`src/rtl/assert_macros.svh`:
```
// Assertion macros shared by the radix formatter RTL.
// No dependencies; compiled ahead of the package and modules.
`ifndef ASSERT_MACROS_SVH
`define ASSERT_MACROS_SVH
`ifndef SYNTH
// Condition holds at every edge outside reset.
`define SIRF_ASSERT_ALWAYS(label, clk, rst, cond, msg) \
   label: assert property (@(posedge clk) disable iff (rst) (cond)) else $error(msg);
// Antecedent implies consequent in the same cycle.
`define SIRF_ASSERT_IMPLY(label, clk, rst, ante, cons, msg) \
   label: assert property (@(posedge clk) disable iff (rst) (ante) |-> (cons)) else $error(msg);
// Antecedent implies consequent in the next cycle.
`define SIRF_ASSERT_NEXT(label, clk, rst, ante, cons, msg) \
   label: assert property (@(posedge clk) disable iff (rst) (ante) |=> (cons)) else $error(msg);
`else
`define SIRF_ASSERT_ALWAYS(label, clk, rst, cond, msg)
`define SIRF_ASSERT_IMPLY(label, clk, rst, ante, cons, msg)
`define SIRF_ASSERT_NEXT(label, clk, rst, ante, cons, msg)
`endif
`endif

```
`src/rtl/sirf_pkg.sv`:
```
// Types, constants and helper functions of the radix formatter.
// No dependencies; every RTL module imports it.
`default_nettype none
package sirf_pkg;

   localparam int VALUE_BITS = 16;

   // digit slots: enough for the longest decimal or octal rendering
   localparam int DEC_DIGITS = (VALUE_BITS * 1233) / 4096 + 1;
   localparam int OCT_DIGITS = (VALUE_BITS + 2) / 3;
   localparam int NUM_DIGITS = (DEC_DIGITS > OCT_DIGITS) ? DEC_DIGITS : OCT_DIGITS;
   localparam int DIG_W      = NUM_DIGITS * 4;
   localparam int OCT_W      = NUM_DIGITS * 3;
   localparam int CNT_W      = $clog2(VALUE_BITS + 1);
   localparam int REM_W      = $clog2(NUM_DIGITS + 1);

   localparam logic [2:0] FMT_SDEC = 3'd0;
   localparam logic [2:0] FMT_UDEC = 3'd1;
   localparam logic [2:0] FMT_OCT  = 3'd2;
   localparam logic [2:0] FMT_HEXL = 3'd3;
   localparam logic [2:0] FMT_HEXU = 3'd4;

   localparam logic [1:0] RADIX_DEC = 2'd0;
   localparam logic [1:0] RADIX_OCT = 2'd1;
   localparam logic [1:0] RADIX_HEX = 2'd2;

   localparam logic [7:0] CHAR_ZERO    = 8'h30;
   localparam logic [7:0] CHAR_MINUS   = 8'h2D;
   localparam logic [7:0] CHAR_UPPER_A = 8'h41;
   localparam logic [7:0] CHAR_LOWER_A = 8'h61;

   typedef struct packed {
      logic [VALUE_BITS-1:0] value_bits;
      logic [2:0]            opcode;
   } sirf_req_type;

   typedef struct packed {
      logic [7:0] char_code;
      logic       last_char;
   } sirf_rsp_type;

   typedef struct packed {
      logic       go;
      logic [1:0] radix;
   } sirf_dig_cmd_type;

   typedef struct packed {
      logic             done;
      logic [DIG_W-1:0] digits;
   } sirf_dig_rsp_type;

   typedef struct packed {
      logic load;
      logic neg;
      logic upper;
   } sirf_emit_cmd_type;

   // Octal: 3-bit groups widened to 4-bit digit slots.
   function automatic logic [DIG_W-1:0] oct_digits(input logic [VALUE_BITS-1:0] v);
      logic [OCT_W-1:0] p;
      logic [DIG_W-1:0] r;
      p = OCT_W'(v);
      r = '0;
      for (int i = 0; i < NUM_DIGITS; i++) begin
         r[4*i +: 4] = {1'b0, p[3*i +: 3]};
      end
      return r;
   endfunction

   function automatic logic [DIG_W-1:0] hex_digits(input logic [VALUE_BITS-1:0] v);
      return DIG_W'(v);
   endfunction

   function automatic logic [7:0] digit_char(input logic [3:0] d, input logic upper);
      logic [7:0] r;
      if (d < 4'd10) begin
         r = CHAR_ZERO + {4'b0000, d};
      end else if (upper) begin
         r = CHAR_UPPER_A + {4'b0000, d - 4'd10};
      end else begin
         r = CHAR_LOWER_A + {4'b0000, d - 4'd10};
      end
      return r;
   endfunction

endpackage
`default_nettype wire

```
`src/rtl/sirf_digitize.sv`:
```
// Digit builder: bit-serial shift-add-3 for decimal, direct regrouping for octal/hex.
// Depends on sirf_pkg.
`default_nettype none
module sirf_digitize
   import sirf_pkg::*;
(
   input  logic                  clock,
   input  logic                  reset,
   input  sirf_dig_cmd_type      cmd,
   input  logic [VALUE_BITS-1:0] mag,
   output sirf_dig_rsp_type      rsp
);

   logic [VALUE_BITS-1:0] bin_ff, bin_in;
   logic [DIG_W-1:0]      bcd_ff, bcd_in, adj;
   logic [CNT_W-1:0]      cnt_ff, cnt_in;
   logic                  busy_ff, busy_in;
   logic                  done_ff, done_in;

   always_comb begin
      adj = bcd_ff;
      for (int i = 0; i < NUM_DIGITS; i++) begin
         if (bcd_ff[4*i +: 4] >= 4'd5) begin
            adj[4*i +: 4] = bcd_ff[4*i +: 4] + 4'd3;
         end
      end

      bin_in  = bin_ff;
      bcd_in  = bcd_ff;
      cnt_in  = cnt_ff;
      busy_in = busy_ff;
      done_in = 1'b0;

      if (cmd.go) begin
         unique case (cmd.radix)
            RADIX_DEC: begin
               bin_in  = mag;
               bcd_in  = '0;
               cnt_in  = CNT_W'(VALUE_BITS);
               busy_in = 1'b1;
            end
            RADIX_OCT: begin
               bcd_in  = oct_digits(mag);
               done_in = 1'b1;
            end
            RADIX_HEX: begin
               bcd_in  = hex_digits(mag);
               done_in = 1'b1;
            end
            default: begin
               done_in = 1'b0;
            end
         endcase
      end else if (busy_ff) begin
         // adjust, then shift one bit of the binary value into the BCD word
         bcd_in = {adj[DIG_W-2:0], bin_ff[VALUE_BITS-1]};
         bin_in = {bin_ff[VALUE_BITS-2:0], 1'b0};
         cnt_in = cnt_ff - CNT_W'(1);
         if (cnt_ff == CNT_W'(1)) begin
            busy_in = 1'b0;
            done_in = 1'b1;
         end
      end
   end

   always_ff @(posedge clock) begin
      if (reset) begin
         cnt_ff  <= '0;
         busy_ff <= 1'b0;
         done_ff <= 1'b0;
      end else begin
         cnt_ff  <= cnt_in;
         busy_ff <= busy_in;
         done_ff <= done_in;
      end
   end

   always_ff @(posedge clock) begin
      bin_ff <= bin_in;
      bcd_ff <= bcd_in;
   end

   assign rsp.done   = done_ff;
   assign rsp.digits = bcd_ff;

endmodule
`default_nettype wire

```
`src/rtl/sirf_emitter.sv`:
```
// Character emitter: leading-zero skip, sign, digit-to-ASCII, output register.
// Depends on sirf_pkg and assert_macros.svh.
`default_nettype none
`include "assert_macros.svh"
module sirf_emitter
   import sirf_pkg::*;
(
   input  logic              clock,
   input  logic              reset,
   input  sirf_emit_cmd_type cmd,
   input  logic [DIG_W-1:0]  digits,
   input  logic              rsp_stall,
   output logic              rsp_valid,
   output sirf_rsp_type      rsp_data,
   output logic              done
);

   localparam logic [1:0] E_IDLE  = 2'd0;
   localparam logic [1:0] E_SKIP  = 2'd1;
   localparam logic [1:0] E_SIGN  = 2'd2;
   localparam logic [1:0] E_DIGIT = 2'd3;

   logic [1:0]       state_ff, state_in;
   logic [DIG_W-1:0] dig_ff, dig_in;
   logic [REM_W-1:0] rem_ff, rem_in;
   logic             neg_ff, neg_in;
   logic             upper_ff, upper_in;
   logic             rsp_valid_ff, rsp_valid_in;
   sirf_rsp_type     rsp_data_ff, rsp_data_in;
   logic [3:0]       top_digit;
   logic             out_free;
   logic             emit;
   sirf_rsp_type     emit_beat;

   assign top_digit = dig_ff[DIG_W-1 -: 4];
   assign out_free  = !rsp_valid_ff || !rsp_stall;

   always_comb begin
      state_in  = state_ff;
      dig_in    = dig_ff;
      rem_in    = rem_ff;
      neg_in    = neg_ff;
      upper_in  = upper_ff;
      emit      = 1'b0;
      emit_beat = '{char_code: CHAR_ZERO, last_char: 1'b0};
      done      = 1'b0;

      unique case (state_ff)
         E_IDLE: begin
            if (cmd.load) begin
               dig_in   = digits;
               rem_in   = REM_W'(NUM_DIGITS);
               neg_in   = cmd.neg;
               upper_in = cmd.upper;
               state_in = E_SKIP;
            end
         end
         E_SKIP: begin
            // drop leading zeros, keep at least one digit
            if (top_digit == 4'd0 && rem_ff != REM_W'(1)) begin
               dig_in = {dig_ff[DIG_W-5:0], 4'h0};
               rem_in = rem_ff - REM_W'(1);
            end else begin
               state_in = neg_ff ? E_SIGN : E_DIGIT;
            end
         end
         E_SIGN: begin
            if (out_free) begin
               emit      = 1'b1;
               emit_beat = '{char_code: CHAR_MINUS, last_char: 1'b0};
               state_in  = E_DIGIT;
            end
         end
         E_DIGIT: begin
            if (out_free) begin
               emit      = 1'b1;
               emit_beat = '{char_code: digit_char(top_digit, upper_ff),
                             last_char: (rem_ff == REM_W'(1))};
               dig_in    = {dig_ff[DIG_W-5:0], 4'h0};
               rem_in    = rem_ff - REM_W'(1);
               if (rem_ff == REM_W'(1)) begin
                  state_in = E_IDLE;
                  done     = 1'b1;
               end
            end
         end
         default: begin
            state_in = E_IDLE;
         end
      endcase

      rsp_valid_in = emit || (rsp_valid_ff && rsp_stall);
      rsp_data_in  = emit ? emit_beat : rsp_data_ff;
   end

   always_ff @(posedge clock) begin
      if (reset) begin
         state_ff     <= E_IDLE;
         rsp_valid_ff <= 1'b0;
      end else begin
         state_ff     <= state_in;
         rsp_valid_ff <= rsp_valid_in;
      end
   end

   always_ff @(posedge clock) begin
      dig_ff      <= dig_in;
      rem_ff      <= rem_in;
      neg_ff      <= neg_in;
      upper_ff    <= upper_in;
      rsp_data_ff <= rsp_data_in;
   end

   assign rsp_valid = rsp_valid_ff;
   assign rsp_data  = rsp_data_ff;

   `SIRF_ASSERT_IMPLY(a_load_when_idle, clock, reset, cmd.load, state_ff == E_IDLE, "digits loaded while emitter busy")
   `SIRF_ASSERT_IMPLY(a_digit_left, clock, reset, state_ff == E_DIGIT, rem_ff != '0, "emitting with no digit left")
   `SIRF_ASSERT_NEXT(a_sign_not_last, clock, reset, state_ff == E_SIGN && out_free, rsp_valid_ff && !rsp_data_ff.last_char, "minus sign marked last or lost")

endmodule
`default_nettype wire

```
`src/rtl/short_integer_radix_formatter_unit.sv`:
```
// Top level of the radix formatter: request decode, sequencing, sub-unit hookup.
// Depends on sirf_pkg, sirf_digitize, sirf_emitter and assert_macros.svh.
//
// Usage:
//  - Request channel (req_valid/req_stall/req_data) carries one beat per number:
//    a 16-bit pattern and a format code (signed dec, unsigned dec, octal,
//    lowercase hex, uppercase hex). Unused codes are taken and dropped.
//  - Response channel (rsp_valid/rsp_stall/rsp_data) returns one beat per
//    ASCII character, most significant first; last_char flags the final one.
//    Signed decimal negatives lead with a minus sign.
//  - One number is in flight at a time; req_stall is high while it is worked.
//  - Decimal: the magnitude is shifted one bit per cycle through a shift-add-3
//    converter, then leading zeros are skipped one digit per cycle and one
//    character leaves per cycle while the receiver does not stall. Skips and
//    digits always add up to six slots; a minus sign adds one more character.
//    Octal and hex regroup the bits directly, with no serial conversion. The
//    next request is taken once the last character is in the output register.
//  - The last character sits in the output register while the next request is
//    already taken; a stalled receiver holds the beat and pauses emission.
//  - Reset (synchronous, active high) drops any number in flight and empties
//    the output register.
`default_nettype none
`include "assert_macros.svh"
module short_integer_radix_formatter_unit
   import sirf_pkg::*;
(
   input  logic         clock,
   input  logic         reset,
   input  logic         req_valid,
   output logic         req_stall,
   input  sirf_req_type req_data,
   output logic         rsp_valid,
   input  logic         rsp_stall,
   output sirf_rsp_type rsp_data
);

   localparam logic ST_IDLE = 1'b0;
   localparam logic ST_BUSY = 1'b1;

   logic                  state_ff, state_in;
   logic                  neg_ff, neg_in;
   logic                  upper_ff, upper_in;
   logic                  take;
   logic                  op_ok;
   logic                  is_neg;
   logic                  is_upper;
   logic [1:0]            radix;
   logic [VALUE_BITS-1:0] mag;
   sirf_dig_cmd_type      dig_cmd;
   sirf_dig_rsp_type      dig_rsp;
   sirf_emit_cmd_type     emit_cmd;
   logic                  emit_done;

   assign req_stall = (state_ff == ST_BUSY);
   assign take      = req_valid && !req_stall;

   // Decode the format code.
   always_comb begin
      op_ok    = 1'b1;
      is_upper = 1'b0;
      radix    = RADIX_DEC;
      unique case (req_data.opcode) inside
         FMT_SDEC, FMT_UDEC: radix = RADIX_DEC;
         FMT_OCT:            radix = RADIX_OCT;
         FMT_HEXL:           radix = RADIX_HEX;
         FMT_HEXU: begin
            radix    = RADIX_HEX;
            is_upper = 1'b1;
         end
         default:            op_ok = 1'b0;
      endcase
   end

   // Signed decimal: negate; the most negative pattern maps onto itself,
   // which read unsigned is the right magnitude.
   assign is_neg = (req_data.opcode == FMT_SDEC) && req_data.value_bits[VALUE_BITS-1];
   assign mag    = is_neg ? ((~req_data.value_bits) + VALUE_BITS'(1)) : req_data.value_bits;

   assign dig_cmd = '{go: take && op_ok, radix: radix};

   always_comb begin
      state_in = state_ff;
      neg_in   = neg_ff;
      upper_in = upper_ff;
      unique case (state_ff)
         ST_IDLE: begin
            if (take && op_ok) begin
               state_in = ST_BUSY;
               neg_in   = is_neg;
               upper_in = is_upper;
            end
         end
         ST_BUSY: begin
            // release once the final character is in the output register
            if (emit_done) begin
               state_in = ST_IDLE;
            end
         end
         default: begin
            state_in = ST_IDLE;
         end
      endcase
   end

   always_ff @(posedge clock) begin
      if (reset) begin
         state_ff <= ST_IDLE;
      end else begin
         state_ff <= state_in;
      end
   end

   always_ff @(posedge clock) begin
      neg_ff   <= neg_in;
      upper_ff <= upper_in;
   end

   sirf_digitize u_digitize (
      .clock (clock),
      .reset (reset),
      .cmd   (dig_cmd),
      .mag   (mag),
      .rsp   (dig_rsp)
   );

   assign emit_cmd = '{load: dig_rsp.done, neg: neg_ff, upper: upper_ff};

   sirf_emitter u_emitter (
      .clock     (clock),
      .reset     (reset),
      .cmd       (emit_cmd),
      .digits    (dig_rsp.digits),
      .rsp_stall (rsp_stall),
      .rsp_valid (rsp_valid),
      .rsp_data  (rsp_data),
      .done      (emit_done)
   );

   `SIRF_ASSERT_IMPLY(a_dig_done_busy, clock, reset, dig_rsp.done, state_ff == ST_BUSY,
                      "digits ready with no number in flight")
   `SIRF_ASSERT_IMPLY(a_emit_done_busy, clock, reset, emit_done, state_ff == ST_BUSY,
                      "emitter finished with no number in flight")
   `SIRF_ASSERT_NEXT(a_take_goes_busy, clock, reset, dig_cmd.go, state_ff == ST_BUSY && req_stall,
                     "accepted number did not block the request channel")

endmodule
`default_nettype wire

```
`config.mk`:
```
export PLATFORM = sky130hd
export DESIGN_NAME = short_integer_radix_formatter_unit
export DESIGN_NICKNAME = d
export VERILOG_FILES = /design/src/rtl/sirf_pkg.sv /design/src/rtl/sirf_digitize.sv /design/src/rtl/sirf_emitter.sv /design/src/rtl/short_integer_radix_formatter_unit.sv
export VERILOG_INCLUDE_DIRS = /design/src /design/src/rtl
export SDC_FILE = /design/constraint.sdc
export NUM_CORES = 1
export LEC_CHECK = 0
export BUFFER_PORTS_ARGS = -buffer_cell sky130_fd_sc_hd__buf_2
export CORE_MARGIN = 2
export CORE_UTILIZATION = 35
export DETAILED_ROUTE_END_ITERATION = 12
export SLEW_MARGIN = 25
export SYNTH_ARGS = -nofsm -noshare
export SYNTH_HDL_FRONTEND = slang
export SYNTH_SLANG_ARGS = --single-unit
export TNS_END_PERCENT = 20
```
`constraint.sdc`:
```
create_clock -name clock -period 4.8 [get_ports clock]
set_input_delay 0 -clock clock [delete_from_list [all_inputs] [get_ports clock]]
set_output_delay 0 -clock clock [all_outputs]
set_load 0.02 [all_outputs]
```
## Word-level counts from Yosys, hierarchy flattened

Index checks and enable logic that the tools add are counted.

- Flip-flop bits (word level): 91
- Input bits: 23
- Output and inout port bits: 11
- Logic and storage cells: 139

- Add/subtract/negate cells: 13
- Magnitude comparators: 7
- Equal/unequal tests: 20
- Muxes and demuxes: 55
- Bitwise operators: 2
- Reduce and logical (&&, ||, !) cells: 26

Operators by type and width:

| operator | number |
|---|---|
| $pmux 24 s3 | 2 |
| $mux 24 | 5 |
| $mux 16 | 4 |
| $ge 4x3->1 const B | 6 |
| $add 4x2->4 const B | 5 |
| $mux 4 | 5 |
| $mux 1 | 18 |
| $pmux 9 s2 | 1 |
| $add 16x1->16 const B | 1 |
| $add 7x4->8 const A | 2 |
| $mux 8 | 2 |
| $not 16->16 | 1 |
| $mux 5 | 3 |
| $mux 3 | 4 |
| $mux 2 | 5 |
| $ne 2x1->1 const B | 5 |
| $mux 9 | 1 |
| $pmux 3 s3 | 1 |
| $pmux 2 s4 | 1 |
| $reduce_and 2->1 | 4 |
| $add 6x4->7 const A | 1 |
| $eq 2x2->1 const B | 3 |
| $eq 3x1->1 const B | 2 |
| $eq 3x2->1 const B | 2 |
| other kinds (27) | 39 |

## Longest topological paths before layout

- Depth in word-level cells: 7
- Depth in mapped cells: 8
- Depth with buffers taken out: 8

## Hierarchy

A second synthesis with hierarchy kept.

- Cell total of the unflattened synthesis: 442
- Area, all modules: 5,074.9 sq um

Modules (own cells, without submodules):

| module | times used | cells each | area an instance (sq um) | seq. area each (sq um) |
|---|---|---|---|---|
| sirf_digitize | 1 | 230 | 2,590.0 | 1,341.3 |
| sirf_emitter | 1 | 145 | 1,963.1 | 1,171.1 |
| short_integer_radix_formatter_unit | 1 | 67 | 521.8 | 80.1 |

## Least setup slack after synthesis

Ideal clock, no wire load.

- Kind: flip-flop to flip-flop
- Start: reg state_ff, in the netlist req_stall
- End: reg u_digitize.bcd_ff[0] (enable)
- Setup time: 438 ps
- Arrival: 2,920 ps
- Data required time: 4,362 ps
- Setup slack: 1,441 ps
- Cell stages (with the launch flop): 6
- Path buffers: 2
- Clock period less this slack: 3,359 ps
- Cells stage by stage: dfxtp_1 -> nand2b_1 -> or2_2 -> clkbuf_1 -> clkbuf_1 -> o21ai_0

- Word-level cells in the longest chain between the ends: 5
- Elaborated cells between the ends (all ways): 6
- Classes of those cells: eq/ne: 1; reduce/logical: 5

Ends and longest elaborated chain:

| what | RTL line | source |
|---|---|---|
| start, declared | short_integer_radix_formatter_unit.sv:40 | `logic state_ff, state_in;` |
| start signal, assigned | short_integer_radix_formatter_unit.sv:109 | `state_ff <= state_in;` |
| $logic_not 1->1 * | short_integer_radix_formatter_unit.sv:55 | `assign take = req_valid && !req_stall;` |
| $logic_and 1x1->1 * | short_integer_radix_formatter_unit.sv:55 |  |
| $logic_and 1x1->1 * | short_integer_radix_formatter_unit.sv:79 | `assign dig_cmd = '{go: take && op_ok, radix: radix};` |
| $ne 4x1->1 (no line) / $reduce_bool 2->1 (equally long branches) | n/a |  |
| $reduce_and 2->1 (no line) * | n/a |  |
| end signal, assigned | sirf_digitize.sv:80 | `bcd_ff <= bcd_in;` |
| end, declared | sirf_digitize.sv:15 | `logic [DIG_W-1:0] bcd_ff, bcd_in, adj;` |

Mark *: on every way between the ends. The rest lies on a longest branch, timed or not.
A chain may end at the register's enable or synchronous reset.

## Worst setup path in the final report

- Start: reg state_ff, in the netlist req_stall
- End: reg u_digitize.bin_ff[10] (enable)

- Word-level cells in the longest chain between the ends: 5
- Elaborated cells between the ends (all ways): 6
- Classes of those cells: eq/ne: 1; reduce/logical: 5

Ends and longest elaborated chain:

| what | RTL line | source |
|---|---|---|
| $logic_not 1->1 * | short_integer_radix_formatter_unit.sv:55 |  |
| $logic_and 1x1->1 * | short_integer_radix_formatter_unit.sv:55 |  |
| $logic_and 1x1->1 * | short_integer_radix_formatter_unit.sv:79 |  |
| $ne 2x1->1 (no line) / $reduce_bool 2->1 (equally long branches) | n/a |  |
| $reduce_and 2->1 (no line) * | n/a |  |
| end signal, assigned | sirf_digitize.sv:79 | `bin_ff <= bin_in;` |
| end, declared | sirf_digitize.sv:14 | `logic [VALUE_BITS-1:0] bin_ff, bin_in;` |

Marks and branches as above.

==> impl.org <==
** Floorplanning
- The die is 122 um tall.
- The floorplan step defined a die boundary enclosing 15000 um2.
- From left edge to right edge, the die measures 122 um.
- Floorplan Core Area :: 13800 um2
- Boundary Pins :: 34
- Initial core utilization :: 35.6%
- In this run the core area contains 43 standard-cell rows.

** Status
- Run status :: complete, no violations

** Logic synthesis
- Synth area leader :: edfxtp_1
- Synthesis warning total :: 0
- Number of unique standard cell types used by synthesis :: 49
- Counting flops with a built-in enable in the synthesized netlist gives 79.
- After synthesis, the cell types taking the most area are edfxtp_1 (48%), ha_1 (7.4%), mux2_2 (4.8%).
- Post-Synthesis Net Count :: 503
- Area fraction of the dominant cell type after synthesis :: 48.3%
- In the synthesized netlist, the number of instances is 451.
- Post-synth ARST share :: 0%
- The cell area that synthesis handed to floorplanning was 4910 um2.
- Each instance of the synthesized netlist takes up on average 10.9 um2.
- The most used flip-flop cell after synthesis is edfxtp_1.
- Counting flops and latches in the post-synthesis netlist gives 90.
- For this run, the register share of the synthesized area comes to 52.8%.

** Detailed routing
- Detailed-route wire length per cell :: 14.4 um
- Vias per std cell :: 5.05
- Drt first-iter violations :: 153
- The pre-antenna-repair detailed-routing pass consisted of 4 iterations.
- The final route contains 3375 vias.
- Aggregate routed wire length :: 9.62 mm
- Count of antenna-violating nets left after detailed routing :: 0
- Number of DRC violations after detailed routing :: 0

** Timing
- Smallest setup slack after layout :: 2.38 ns
- Setup repair after global routing left no endpoint under its margin.
- Slew HR :: 47.2%
- Fmax :: 413 MHz
- After layout, the worst path uses 50.5% of the clock period.
- Number of max-slew violations in the final report :: 0
- For the final database, setup skew stands at 0.00426 ns.
- Final number of setup-violating endpoints :: 0
- Worst hold slack :: 0.00912 ns
- The total count of hold-check failures in the final report was 0.
- For the pin with the worst max-slew slack, the measured transition is 0.792 ns.
- For the final routed database, the setup TNS stands at 0 ns.
- Post-route minimum period :: 2.42 ns

** Cells and area
- Of the cells placed in the final design, the portion with a size suffix greater than 1 is 15.4%.
- Most common cell after layout, fill and taps aside :: edfxtp_1
- Compared with the post-synthesis result, the final layout area differs by 13.4%.
- The net count of the finished layout is 535.
- Fill cell instance count of the final layout :: 1388
- The top cell types in the final layout, fill and taps aside, are edfxtp_1 (79), nor2_1 (40), nand2_1 (37), a21oi_1 (35), inv_1 (33).
- The repair_antennas step left the layout with diodes totalling 0.

** Place
- Post-detail-place hpwl :: 7.01 mm
- Port bufs :: 32
- GPL Wtd Cong :: 0.753
- Worst slack at placement :: 2.36 ns

** Critical path
- Setup slack of the worst register-to-register path :: 2.38 ns
- Type of destination of the critical path :: flop
- Delay of the slowest critical-path stage :: 0.57 ns
- Critical path launch point type :: flop
- The kind of cell with the highest combined delay along the critical path is simple AND/OR/NAND/NOR gates.
- Worst Reg2Reg Path Length in Cells :: 5
- Traced cell by cell, the critical path runs through nand2b_1 > or2_2 > inv_1 > mux2i_1 > inv_1.
- Data on the critical path arrives at its endpoint at 2.41 ns.
- The cell that appears most often on the critical path is inv_1.
- For this design, the slowest cell found on the critical path is or2_2.
- Along the worst path, the maximum fanout reaches 43.
- For the worst setup path, the data required time is 4.79 ns.
- Combined buffer and inverter count along the critical path :: 2
- The critical path is of the reg -> reg type.
- Worst R2R Start :: req_stall$_SDFF_PP0_
- The endpoint identified for the worst register-to-register timing path is u_digitize.bin_ff[10]$_DFFE_PP_.

** Power and ir drop
- Net switching is 29.3% of the power.
- In this run the static leakage power is 2.08 nW.
- Clock Power Share :: 27.0%
- The analysis attributes to net switching a power of 0.745 mW.
- For this design the ratio of total power to cell area is 457 nW/um2.
- Registers are responsible for 47.8% of the overall power.
- Logic pwr share :: 25.3%
- VDD sags by at most 0.000183 V.
- The internal portion of the total power is 1.80 mW.

** Min path
- Min-delay src :: req_data[1]
- The worst hold path passes through 2 cells.
- Path category of the worst min-delay check :: in -> reg
- Worst min-delay path endpoint :: upper_ff$_DFFE_PP_

** Clocking
- After clock tree synthesis, the clock-pin slew on the worst setup and hold paths is 0.06 ns.
- H-tree lvl count :: 3
- Clk root buf :: clkbuf_16
- After clock tree synthesis, the repair step resized 0 gates.
- The number of clock buffers added by TritonCTS is 9.
- After clock tree synthesis, the setup repair step added 0 buffers.
- Clock latency on the worst-skew pair, taken at its later pin, is 0.34 ns.
- Buffer depth of the longest clock path :: 2
- TritonCTS clock tree :: yes
- Clock tree synthesis found a total of 90 sinks.
- In this run, post-CTS hold repair placed 2 buffers.

** Job
- Max-cap violations in this run came to 0.

** GRT
- Global routing finished with a remaining overflow of 0.
- Initial antenna violation count :: 0
- Entering global routing, the biggest net connects 44 pins.
- All-Layer GR Usage :: 13.7%
- Vias in the first global route :: 3334
- The first global-routing pass estimated 16.0 mm of wire.
-- Yosys cell counts, types with 2 or more instances --
cell,instances
a21oi_1,36
a21o_1,2
clkbuf_1,11
or2_2,2
o21ai_0,33
nand2b_1,8
nor3b_1,5
mux2i_1,2
and2_1,6
a31oi_1,4
edfxtp_1,79
xor2_1,9
o41ai_1,2
nand2_1,37
nor2_1,40
a221o_1,2
o22ai_1,8
nand3_1,8
o21a_1,2
buf_2,3
o211ai_1,2
o221ai_1,6
dfxtp_1,11
o32ai_1,2
a211oi_1,4
mux2_2,21
ha_1,29
xnor2_1,18
nor3_1,7
inv_1,33
-- registers in the layout, summed over array words and instances (netlist names) --
| register | cells |
|---|---|
| u_digitize.bcd_ff | 24 |
| u_emitter.rsp_valid | 1 |
| u_digitize.busy_ff | 1 |
| u_emitter.state_ff | 2 |
| u_digitize.cnt_ff | 5 |
| u_digitize.done_ff | 1 |
| upper_ff | 1 |
| u_digitize.bin_ff | 16 |
| u_emitter.rsp_data | 8 |
| u_emitter.rem_ff | 3 |
| u_emitter.upper_ff | 1 |
| neg_ff | 1 |
| req_stall | 1 |
| u_emitter.neg_ff | 1 |
| u_emitter.dig_ff | 24 |
-- layer usage --
layer	share of wire (%)	GRT usage, %	routed length (um)
met1	48	18.5	4570
met2	47	21.9	4540
met3	3.6	2.18	350
met4	1.7	5.68	159
met5	0	0	0
-- how the worst max path moves through the flow --
stage,slack [ns],from,depth (start not counted),end
2_1_floorplan,1.44,req_stall$_SDFF_PP0_,5,u_digitize.bcd_ff[0]$_DFFE_PP_
3_3_place_gp,2.35,req_stall$_SDFF_PP0_,3,u_digitize.bcd_ff[11]$_DFFE_PP_
3_5_place_dp,2.36,req_stall$_SDFF_PP0_,5,u_digitize.bin_ff[12]$_DFFE_PP_
4_1_cts,2.32,req_stall$_SDFF_PP0_,5,u_digitize.bin_ff[11]$_DFFE_PP_
5_1_grt,2.07,req_stall$_SDFF_PP0_,5,u_digitize.bin_ff[3]$_DFFE_PP_
6_report,2.38,req_stall$_SDFF_PP0_,5,u_digitize.bin_ff[10]$_DFFE_PP_
-- power by group through the flow --
stage | clock [mW] | combinational (mW) | sequential [mW]
floorplan | 0 | 0.481 | 1.20
global placement | 0 | 0.616 | 1.23
detailed placement | 0 | 0.640 | 1.23
CTS | 0.707 | 0.647 | 1.22
global route | 0.731 | 0.724 | 1.24
finish | 0.686 | 0.642 | 1.21
-- worst reg2reg max path: stages, from the launching register on --
cell	delay [ns]
dfxtp_1	0.32
nand2b_1	0.16
or2_2	0.57
inv_1	0.18
mux2i_1	0.45
inv_1	0.40
-- cell families after synthesis --
group / synth area share, %
adders and majority gates: 7.39
xor gates and xnor gates: 4.82
other: 0.0764
muxes: 5.23
buffers and inverters: 4.05
AOI/OAI and AO/OA: 13.7
and+or+nand+nor: 11.9
DFF: 52.8
-- through the flow --
stage          util (%)  cells  total power [mW]  cell area [um2]
2_1_floorplan         -    451              1.68             4910
3_3_place_gp       38.1    650              1.84             5250
3_5_place_dp       38.2    650              1.87             5260
4_1_cts            40.4    668              2.57             5560
5_1_grt            40.4    668              2.69             5560
6_report           40.4    668              2.54             5560
-- cell type report --
cell class,instances,area [um2],area share [%]
clock buffers,13,250,4.50
clock inverters,3,38.8,0.697
inverters,33,124,2.23
multi-input cells,312,2130,38.3
flip-flops and latches,90,2590,46.6
well taps,180,225,4.05
repair buffers,37,203,3.64
Power figures use the tool's default switching activity.
